File: config.mk
export PLATFORM = sky130hd
export DESIGN_NAME = mean_positive_camera_depth_top
export DESIGN_NICKNAME = d
export VERILOG_FILES = /design/src/design/mpcd_pkg.sv /design/src/design/mpcd_ctrl.sv /design/src/design/mpcd_datapath.sv /design/src/design/mean_positive_camera_depth_top.sv
export SDC_FILE = /design/constraint.sdc
export NUM_CORES = 2
export LEC_CHECK = 0
export ABC_AREA = 1
export BUFFER_PORTS_ARGS = -buffer_cell sky130_fd_sc_hd__buf_2
export CELL_PAD_IN_SITES_DETAIL_PLACEMENT = 1
export CELL_PAD_IN_SITES_GLOBAL_PLACEMENT = 2
export CORE_MARGIN = 4
export CORE_UTILIZATION = 39
export CTS_CLUSTER_DIAMETER = 200
export CTS_CLUSTER_SIZE = 20
export DETAILED_ROUTE_END_ITERATION = 8
export PLACE_DENSITY_LB_ADDON = 0.1
export SLEW_MARGIN = 40
export SYNTH_ARGS = -nofsm -noshare
export SYNTH_HDL_FRONTEND = slang
export SYNTH_SLANG_ARGS = --single-unit
File: constraint.sdc
create_clock -name clk -period 17.2 [get_ports clk]
set_input_delay 0.86 -clock clk [delete_from_list [all_inputs] [get_ports clk]]
set_output_delay 0.86 -clock clk [all_outputs]
set_load 0.01 [all_outputs]
File: src/design/mpcd_pkg.sv
package mpcd_pkg;

	localparam int DEFAULT_MAX_POINTS = 65536;

	localparam int GAIN_W  = 18;
	localparam int COORD_W = 32;
	localparam int MEAN_W  = 31;
	localparam int COUNT_W = 17;
	localparam int IDX_W   = 8;

	// configuration register indexes
	localparam logic [IDX_W-1:0] REG_ROW_X  = 8'd0;
	localparam logic [IDX_W-1:0] REG_ROW_Y  = 8'd1;
	localparam logic [IDX_W-1:0] REG_ROW_Z  = 8'd2;
	localparam logic [IDX_W-1:0] REG_OFFSET = 8'd3;

	localparam logic [GAIN_W-1:0]  ROW_X_RESET  = 18'sd0;
	localparam logic [GAIN_W-1:0]  ROW_Y_RESET  = 18'sd0;
	localparam logic [GAIN_W-1:0]  ROW_Z_RESET  = 18'sd65536;
	localparam logic [COORD_W-1:0] OFFSET_RESET = 32'sd0;

	typedef enum logic [3:0] {
		ST_IDLE,
		ST_MUL_X,
		ST_MUL_Y,
		ST_MUL_Z,
		ST_SUM,
		ST_ACCUM,
		ST_DIV_LOAD,
		ST_DIV,
		ST_RESULT
	} state_t;

	// controller -> datapath
	typedef struct packed {
		logic cap;
		logic mul_x;
		logic mul_y;
		logic mul_z;
		logic add_prod;
		logic accum;
		logic div_load;
		logic div_step;
		logic res_load;
	} ctl_t;

	// datapath -> controller
	typedef struct packed {
		logic last;
		logic div_done;
		logic out_free;
	} sts_t;

endpackage

File: src/design/mpcd_ctrl.sv
module mpcd_ctrl
	import mpcd_pkg::*;
(
	input  logic clk,
	input  logic arst_n,
	input  logic s_tvalid,
	output logic s_tready,
	input  sts_t sts,
	output ctl_t ctl
);

	state_t state_q, state_d;

	always_ff @(posedge clk or negedge arst_n) begin
		if (!arst_n) begin
			state_q <= ST_IDLE;
		end else begin
			state_q <= state_d;
		end
	end

	always_comb begin
		state_d = state_q;
		unique case (state_q)
			ST_IDLE:     if (s_tvalid) state_d = ST_MUL_X;
			ST_MUL_X:    state_d = ST_MUL_Y;
			ST_MUL_Y:    state_d = ST_MUL_Z;
			ST_MUL_Z:    state_d = ST_SUM;
			ST_SUM:      state_d = ST_ACCUM;
			ST_ACCUM:    state_d = sts.last ? ST_DIV_LOAD : ST_IDLE;
			ST_DIV_LOAD: state_d = ST_DIV;
			ST_DIV:      if (sts.div_done) state_d = ST_RESULT;
			ST_RESULT:   if (sts.out_free) state_d = ST_IDLE;
			default:     state_d = ST_IDLE;
		endcase
	end

	always_comb begin
		ctl      = '0;
		s_tready = 1'b0;
		unique case (state_q)
			ST_IDLE: begin
				s_tready = 1'b1;
				ctl.cap  = s_tvalid;
			end
			ST_MUL_X: ctl.mul_x = 1'b1;
			ST_MUL_Y: begin
				ctl.mul_y    = 1'b1;
				ctl.add_prod = 1'b1;
			end
			ST_MUL_Z: begin
				ctl.mul_z    = 1'b1;
				ctl.add_prod = 1'b1;
			end
			ST_SUM:      ctl.add_prod = 1'b1;
			ST_ACCUM:    ctl.accum    = 1'b1;
			ST_DIV_LOAD: ctl.div_load = 1'b1;
			ST_DIV:      ctl.div_step = !sts.div_done;
			ST_RESULT:   ctl.res_load = sts.out_free;
			default: ;
		endcase
	end

endmodule

File: src/design/mpcd_datapath.sv
module mpcd_datapath
	import mpcd_pkg::*;
#(
	parameter int MAX_POINTS = DEFAULT_MAX_POINTS
) (
	input  logic                clk,
	input  logic                arst_n,
	input  logic [3*COORD_W-1:0] s_tdata,
	input  logic                s_tlast,
	input  logic                cfg_valid,
	output logic                cfg_ready,
	input  logic [IDX_W-1:0]    cfg_index,
	input  logic [COORD_W-1:0]  cfg_data,
	output logic                m_tvalid,
	input  logic                m_tready,
	output logic [MEAN_W+COUNT_W-1:0] m_tdata,
	input  ctl_t                ctl,
	output sts_t                sts
);

	localparam int CW  = $clog2(MAX_POINTS + 1);
	localparam int SW  = MEAN_W + CW;
	localparam int DCW = $clog2(SW + 1);
	localparam int PW  = GAIN_W + COORD_W;
	localparam int AW  = PW + 2;
	localparam int DW  = AW - 16;
	localparam logic [CW-1:0]  MAX_CNT = CW'(MAX_POINTS);
	localparam logic [DCW-1:0] DIV_STEPS = DCW'(SW);
	localparam logic [MEAN_W-1:0] MEAN_MAX = '1;

	// configuration
	logic signed [GAIN_W-1:0]  gx_q, gy_q, gz_q;
	logic signed [COORD_W-1:0] off_q;

	assign cfg_ready = 1'b1;

	always_ff @(posedge clk or negedge arst_n) begin
		if (!arst_n) begin
			gx_q  <= ROW_X_RESET;
			gy_q  <= ROW_Y_RESET;
			gz_q  <= ROW_Z_RESET;
			off_q <= OFFSET_RESET;
		end else if (cfg_valid) begin
			unique case (cfg_index)
				REG_ROW_X:  gx_q  <= cfg_data[GAIN_W-1:0];
				REG_ROW_Y:  gy_q  <= cfg_data[GAIN_W-1:0];
				REG_ROW_Z:  gz_q  <= cfg_data[GAIN_W-1:0];
				REG_OFFSET: off_q <= cfg_data;
				default: ;
			endcase
		end
	end

	// point capture
	logic signed [COORD_W-1:0] px_q, py_q, pz_q;
	logic                      last_q;

	always_ff @(posedge clk) begin
		if (ctl.cap) begin
			px_q   <= s_tdata[COORD_W-1:0];
			py_q   <= s_tdata[2*COORD_W-1:COORD_W];
			pz_q   <= s_tdata[3*COORD_W-1:2*COORD_W];
			last_q <= s_tlast;
		end
	end

	// shared multiplier, one product per cycle
	logic signed [GAIN_W-1:0]  op_g;
	logic signed [COORD_W-1:0] op_p;
	logic signed [PW-1:0]      prod_q;
	logic signed [AW-1:0]      acc_q;

	always_comb begin
		op_g = gx_q;
		op_p = px_q;
		if (ctl.mul_y) begin
			op_g = gy_q;
			op_p = py_q;
		end else if (ctl.mul_z) begin
			op_g = gz_q;
			op_p = pz_q;
		end
	end

	always_ff @(posedge clk) begin
		if (ctl.mul_x || ctl.mul_y || ctl.mul_z) begin
			prod_q <= op_g * op_p;
		end
		if (ctl.mul_x) begin
			acc_q <= {{(AW-COORD_W-16){off_q[COORD_W-1]}}, off_q, 16'd0};
		end else if (ctl.add_prod) begin
			acc_q <= acc_q + {{(AW-PW){prod_q[PW-1]}}, prod_q};
		end
	end

	// floor to Q16.16 is dropping the low 16 bits
	logic signed [DW-1:0] depth;
	logic                 depth_pos;
	logic [MEAN_W-1:0]    depth_sat;

	assign depth     = acc_q[AW-1:16];
	assign depth_pos = !depth[DW-1] && (depth != '0);
	assign depth_sat = (depth[DW-2:MEAN_W] != '0) ? MEAN_MAX : depth[MEAN_W-1:0];

	// accumulators and divider
	logic [SW-1:0]  sum_q, dvd_q;
	logic [CW-1:0]  cnt_q, den_q, rem_q;
	logic [DCW-1:0] dcnt_q;
	logic [CW:0]    rem_shift;
	logic [CW:0]    trial;
	logic           trial_ok;

	assign rem_shift = {rem_q, dvd_q[SW-1]};
	assign trial     = rem_shift - {1'b0, den_q};
	assign trial_ok  = !trial[CW];

	always_ff @(posedge clk or negedge arst_n) begin
		if (!arst_n) begin
			sum_q  <= '0;
			cnt_q  <= '0;
			dcnt_q <= '0;
		end else begin
			if (ctl.accum && depth_pos && (cnt_q < MAX_CNT)) begin
				sum_q <= sum_q + {{(SW-MEAN_W){1'b0}}, depth_sat};
				cnt_q <= cnt_q + 1'b1;
			end else if (ctl.div_load) begin
				sum_q <= '0;
				cnt_q <= '0;
			end
			if (ctl.div_load) begin
				dcnt_q <= DIV_STEPS;
			end else if (ctl.div_step) begin
				dcnt_q <= dcnt_q - 1'b1;
			end
		end
	end

	always_ff @(posedge clk) begin
		if (ctl.div_load) begin
			dvd_q <= sum_q;
			den_q <= cnt_q;
			rem_q <= '0;
		end else if (ctl.div_step) begin
			rem_q <= trial_ok ? trial[CW-1:0] : rem_shift[CW-1:0];
			dvd_q <= {dvd_q[SW-2:0], trial_ok};
		end
	end

	// result register
	logic                 ovalid_q;
	logic [MEAN_W-1:0]    mean_q;
	logic [COUNT_W-1:0]   pcnt_q;
	logic [CW+COUNT_W-1:0] den_ext;

	assign den_ext = {{COUNT_W{1'b0}}, den_q};

	always_ff @(posedge clk or negedge arst_n) begin
		if (!arst_n) begin
			ovalid_q <= 1'b0;
		end else if (ctl.res_load) begin
			ovalid_q <= 1'b1;
		end else if (m_tready) begin
			ovalid_q <= 1'b0;
		end
	end

	always_ff @(posedge clk) begin
		if (ctl.res_load) begin
			if (den_q == '0) begin
				mean_q <= '0;
			end else if (dvd_q[SW-1:MEAN_W] != '0) begin
				mean_q <= MEAN_MAX;
			end else begin
				mean_q <= dvd_q[MEAN_W-1:0];
			end
			pcnt_q <= den_ext[COUNT_W-1:0];
		end
	end

	assign m_tvalid = ovalid_q;
	assign m_tdata  = {pcnt_q, mean_q};

	assign sts.last     = last_q;
	assign sts.div_done = (dcnt_q == '0);
	assign sts.out_free = !ovalid_q || m_tready;

endmodule

File: src/design/mean_positive_camera_depth_top.sv
// Channel   Dir  Handshake             Payload
// s_*       in   s_tvalid / s_tready   s_tdata: point_x, point_y, point_z; s_tlast: last_point
// m_*       out  m_tvalid / m_tready   m_tdata: mean_depth, positive_count
// cfg_*     in   cfg_valid / cfg_ready cfg_index, cfg_data
//
// A point is done before the next is ready: one shared 18x32 multiplier
// forms the three depth products one per cycle, then a sum and an accumulate step.
// A point marked last then runs the restoring divider over the SW-bit sum
// (SW = 31 + clog2(MAX_POINTS+1), 48 by default), one quotient bit per cycle, then loads the result.
// The result sits in an output register; a new point is taken while it waits, and the
// next result stalls only if the previous one is still not taken.
// Reset is asynchronous, active low: config registers go to their reset values, sum and count accumulators clear.
module mean_positive_camera_depth_top
	import mpcd_pkg::*;
#(
	parameter int MAX_POINTS = DEFAULT_MAX_POINTS
) (
	input  logic                      clk,
	input  logic                      arst_n,
	input  logic                      s_tvalid,
	output logic                      s_tready,
	input  logic [3*COORD_W-1:0]      s_tdata,   // [31:0] point_x, [63:32] point_y, [95:64] point_z
	input  logic                      s_tlast,   // last_point
	output logic                      m_tvalid,
	input  logic                      m_tready,
	output logic [MEAN_W+COUNT_W-1:0] m_tdata,   // [30:0] mean_depth, [47:31] positive_count
	input  logic                      cfg_valid,
	output logic                      cfg_ready,
	input  logic [IDX_W-1:0]          cfg_index, // 0 row x, 1 row y, 2 row z, 3 offset
	input  logic [COORD_W-1:0]        cfg_data
);

	ctl_t ctl;
	sts_t sts;

	// sequencer: one point at a time, divide only on the last point of a set
	mpcd_ctrl u_ctrl (
		.clk      (clk),
		.arst_n   (arst_n),
		.s_tvalid (s_tvalid),
		.s_tready (s_tready),
		.sts      (sts),
		.ctl      (ctl)
	);

	// config registers, multiplier, accumulators, divider and output register
	mpcd_datapath #(
		.MAX_POINTS (MAX_POINTS)
	) u_datapath (
		.clk       (clk),
		.arst_n    (arst_n),
		.s_tdata   (s_tdata),
		.s_tlast   (s_tlast),
		.cfg_valid (cfg_valid),
		.cfg_ready (cfg_ready),
		.cfg_index (cfg_index),
		.cfg_data  (cfg_data),
		.m_tvalid  (m_tvalid),
		.m_tready  (m_tready),
		.m_tdata   (m_tdata),
		.ctl       (ctl),
		.sts       (sts)
	);

endmodule

# [Word level (Yosys, flattened, before mapping)]
# Cells that the tools add are included.
[op_classes] muxes=34 mul=1 n_eq_ne=14 n_addsub=5 n_reduce_logical=27 n_shift=0 n_bitwise=0 n_lt_le_gt_ge=1 div=0
[op_table] cell="$mux 48" n=4
[op_table] cell="$mux 52" n=2
[op_table] cell="$mux 32" n=2
[op_table] cell="$mux 31" n=2
[op_table] cell="$add 52x52->52" n=1
[op_table] cell="$mux 17" n=3
[op_table] cell="$mul 18x32->50" n=1
[op_table] cell="$add 48x31->48" n=1
[op_table] cell="$mux 18" n=2
[op_table] cell="$pmux 4 s9" n=1
[op_table] cell="$reduce_bool 36->1" n=1
[op_table] cell="$sub 18x17->18" n=1
[op_table] cell="$add 17x1->17 const B" n=1
[op_table] cell="$logic_not 17->1" n=1
[op_table] cell="$lt 17x17->1 const B" n=1
[op_table] cell="$reduce_bool 17->1" n=1
[op_table] cell="$eq 4x3->1 const B" n=4
[op_table] cell="$eq 8x2->1 const B" n=2
[op_table] cell="$mux 1" n=12
[op_table] cell="$mux 4" n=3
[op_table] cell="$mux 6" n=2
[op_table] cell="$eq 4x2->1 const B" n=2
[op_table] cell="$eq 8x1->1 const B" n=1
[op_table] cell="$logic_not 8->1" n=1
[op_table] cell="16 further kinds" n=30
[word_totals] memories=0 word_cells=103 romBits=0 ramBits=0 latchBits=0 out_inout_bits=51 ff_bits=491

# [Longest topological paths before layout]
[logic_depth] depth_word=5 depth_mapped=35 ltp_nobuf=34

# [Cells and area by module]
# From an unflattened synthesis, not the netlist that was laid out.
[unflattened] hier_cells=6109 area_unflattened_um2=48442.7
[modules_own_cells] module="mpcd_datapath" n_inst=1 cells_each=6060 seq_area_each_um2=13504.2 area_per_inst_um2=48122.4
[modules_own_cells] module="mpcd_ctrl" n_inst=1 cells_each=49 seq_area_each_um2=100.1 area_per_inst_um2=320.3

# [Least setup slack after synthesis]
# OpenSTA, ideal clock, no wires.
[synth_timing] kind="input -> register" start="input s_tvalid" end="register u_datapath.last_q (enable)" setup_ps=672 slack_ps=9071 stages=2 arrival_ps=7457 path_buffers=0 path_cell_list="inv_1 > nor3_1"
[synth_rtl] element="from (decl)" line="mean_positive_camera_depth_top.sv:20" rtl="input logic s_tvalid,"
[synth_rtl] element="to (signal assigned)" line="mpcd_datapath.sv:63" rtl="last_q <= s_tlast;"
[synth_rtl] element="to (decl)" line="mpcd_datapath.sv:56" rtl="logic last_q;"

# [Final worst setup path]
[layout_timing] start="register u_ctrl.state_q[3]" end="register u_datapath.prod_q[46], data pin"
[layout_between] elab_chain_cells=5 elab_cells_between_ends=9 classes_between="mul (1); eq/ne (2); mux (6)"
[layout_rtl] element="from (decl)" line="mpcd_ctrl.sv:12" rtl="state_t state_q, state_d;"
[layout_rtl] element="from (signal assigned)" line="mpcd_ctrl.sv:18" rtl="state_q <= state_d;"
[layout_rtl] element="$eq 4x2->1" line="mpcd_ctrl.sv:41" rtl="unique case (state_q)"
[layout_rtl] element="$mux 1" line="mpcd_ctrl.sv:41"
[layout_rtl] element="$mux 18 / $mux 32 (equally long branches)" line="mpcd_datapath.sv:79" rtl="end else if (ctl.mul_z) begin"
[layout_rtl] element="$mux 18 / $mux 32 (equally long branches)" line="mpcd_datapath.sv:76" rtl="if (ctl.mul_y) begin"
[layout_rtl] element="$mul 18x32->50 *" line="mpcd_datapath.sv:87" rtl="prod_q <= op_g * op_p;"
[layout_rtl] element="to (signal assigned)" line="mpcd_datapath.sv:87"
[layout_rtl] element="to (decl)" line="mpcd_datapath.sv:70" rtl="logic signed [PW-1:0] prod_q;"
# Mark *: on every way between the ends. The rest lies on a longest branch, timed or not.
# A chain may end at the register's enable or synchronous reset.

==> results.json <==
{
  "yosysTopAreaCell": "fa_1",
  "insertion_delay_ps": 660,
  "ys_warn_count": 0,
  "crit_end": "u_datapath.prod_q[46]",
  "r2r-start": "u_ctrl.state_q[3]",
  "start_util_pct": 39.3,
  "cp_max_fo": 28,
  "timing.final.crit_period_ps": 8720,
  "start_kind": "register",
  "clock_skew_ps": 49.1,
  "final.setup.tns_ps": 0,
  "crit_path_start": "u_ctrl.state_q[3]",
  "grt_pass1_vias": 43843,
  "critPathCaptureType": "register",
  "place.gp.congestion": 0.900,
  "synth_seq_area_share_pct": 28.0,
  "dp.cells": 7879,
  "synth.most_common_cell": "nand2_1",
  "grtUsageTotal_pct": 27.8,
  "hp-class": "in2async",
  "hold_ws_ps": 138,
  "htreeDepth": 1,
  "remaining_drc_errors": 0,
  "reg2reg_to": "u_datapath.prod_q[46]",
  "cts_tree": "yes",
  "timing.fmax_ghz": 0.115,
  "overflow": 0,
  "synth_area_um2": 48600,
  "syn_inst": 6147,
  "multi_input_area_um2": 29300,
  "ys_ff_latch": 491,
  "period_share_pct": 50.7,
  "die_w_um": 361,
  "synth.top_cell.area_share_pct": 22.9,
  "async_flop_share_pct": 33.0,
  "routed_wl_um": 181000,
  "final_core_utilization_pct": 42.2,
  "worst_slew_pin_slew_ps": 799,
  "synth_area_leaders": "fa_1, edfxtp_1, nand2_1",
  "cts_root_buf": "clkbuf_16",
  "drtPass1Iterations": 5,
  "synth_top_cells_by_count": "nand2_1, inv_1, nor2_1",
  "grt_setup_unrepaired": "no",
  "wire_per_inst_um": 22.8,
  "syn2layout_area_growth_pct": 7.52,
  "cts_hold_buf": 0,
  "grt_pass1_wl_um": 274000,
  "finalSetupViolCount": 0,
  "grt_max_degree": 94,
  "coreArea_um2": 124000,
  "regArea_um2": 13600,
  "ys.flop_type": "edfxtp_1",
  "numCtsBuffers": 29,
  "io_buffers": 191,
  "ys_types": 55,
  "fill_cells": 15122,
  "vias": 40621,
  "crit_arrival_ps": 9160,
  "required_ps": 17640,
  "row_count": 129,
  "path_clk_slew_ps": 120,
  "die_area_um2": 130000,
  "worstSetupPathType": "reg2reg",
  "syn_area_per_cell_um2": 7.91,
  "post_cts_resized": 0,
  "syn-num-nets": 7068,
  "hold_viol": 0,
  "max_cap_viol_count": 0,
  "slew_violations": 0,
  "status": "finished, final reports clean",
  "die_h_um": 361,
  "final_cells": 7940,
  "cts_buffer_depth": 3,
  "nets": 7195,
  "ant_nets": 0,
  "synth-edff-count": 296,
  "avgViaCountPerCell": 5.12,
  "drive_gt1_share_pct": 6.34,
  "r2r_setup_slack_ps": 8480,
  "ios": 193,
  "hpwl_um": 149000,
  "dr.first_iter.drc_count": 2373,
  "clock-sinks": 491,
  "cts_post_setup_buffers_inserted": 0,
  "max_slew_margin_pct": 46.2,
  "grt_antenna_before_repair": 12,
  "r2r_cells": 26
}
==> cell families after synthesis <==
logic type / count (synthesis) / share of synthesized area (%)
adder cells (fa/ha/maj): 779 / 28.6
flip-flops: 491 / 28.0
AND/OR/NAND/NOR: 2722 / 22.8
other: 1 / 0.00771
buffers and inverters: 1510 / 12.1
XOR/XNOR: 69 / 1.24
AO/OA/AOI/OAI: 575 / 7.28
==> cell usage in the layout, fill, tap and decap left out, types with 28 or more instances in the layout <==
| master | count |
|---|---|
| nand4_1 | 53 |
| buf_2 | 191 |
| nand3b_1 | 28 |
| o21ai_0 | 240 |
| a21oi_1 | 182 |
| nor3_1 | 33 |
| edfxtp_1 | 296 |
| o21ai_1 | 49 |
| dfrtp_1 | 161 |
| dfxtp_1 | 33 |
| clkbuf_16 | 30 |
| fa_1 | 556 |
| inv_1 | 1325 |
| nand3_1 | 270 |
| nand2_1 | 1641 |
| nor2_1 | 624 |
| ha_1 | 223 |
| buf_4 | 50 |
| xor2_1 | 42 |
| inv_2 | 28 |
==> routing by layer <==
metal | global-route usage (%) | vias up | share of wire [%]
met2 | 49.4 | 748 | 49
li1 | - | 19017 | -
met3 | 2.16 | 207 | 3.3
met1 | 36.1 | 20647 | 44
met4 | 9.10 | 2 | 3.7
met5 | 0 | - | 0.0072
==> cell type report <==
| cell class | count | area share (%) |
|---|---|---|
| Antenna cell | 6 | 0.0287 |
| Clock buffer | 51 | 1.55 |
| Clock inverter | 3 | 0.108 |
| Inverter | 1359 | 9.77 |
| Multi-Input combinational cell | 4146 | 55.9 |
| Sequential cell | 491 | 26.0 |
| Tap cell | 1637 | 3.92 |
| Timing Repair Buffer | 247 | 2.69 |
==> critical path: stages (launching register included) <==
cell	delay, ps
dfrtp_1	430
nor2_4	160
nand2_4	320
nor2_8	660
buf_4	550
a221oi_4	100
buf_4	240
inv_2	540
nor2_1	160
fa_1	560
inv_1	50
fa_1	470
fa_1	500
fa_1	560
inv_1	50
fa_1	490
inv_1	50
fa_1	530
inv_1	60
ha_1	410
nand2_1	140
nor2_1	270
nand2_1	130
o21ai_0	630
nand2_1	200
nand4_1	150
nand2_1	60
==> state kept, by name, summed over array words and instances, names as in the netlist <==
register / cells
u_datapath.rem_q: 17
u_datapath.sum_q: 48
u_datapath.gy_q: 18
u_datapath.gx_q: 18
u_datapath.m_tvalid: 1
u_datapath.cnt_q: 17
u_ctrl.state_q: 4
u_datapath.dvd_q: 48
u_datapath.off_q: 32
u_datapath.prod_q: 50
u_datapath.pcnt_q: 17
u_datapath.dcnt_q: 6
u_datapath.px_q: 32
u_datapath.mean_q: 31
u_datapath.pz_q: 32
u_datapath.acc_q: 52
u_datapath.last_q: 1
u_datapath.den_q: 17
u_datapath.py_q: 32
u_datapath.gz_q: 18
==> worst min-delay path by stage <==
stage                        startpoint              endpoint  slack, ps
floorplan           u_datapath.cnt_q[8]   u_datapath.den_q[8]        420
global placement    u_datapath.den_q[9]  u_datapath.pcnt_q[9]        440
detailed placement  u_datapath.den_q[9]  u_datapath.pcnt_q[9]        440
CTS                              arst_n  u_datapath.cnt_q[12]        160
global route                     arst_n  u_datapath.cnt_q[12]        170
finish                           arst_n  u_datapath.cnt_q[12]        140
==> per-stage QoR <==
| step | cell area, um^2 | setup WS [ps] |
|---|---|---|
| floorplan | 48600 | 9070 |
| global placement | 51300 | 8220 |
| detailed placement | 51400 | 8430 |
| CTS | 52300 | 8400 |
| global route | 52300 | 7990 |
| finish | 52300 | 8480 |
Power is not shown: default switching activity piles up to over one toggle a cycle in this logic, so the estimate is an artifact.
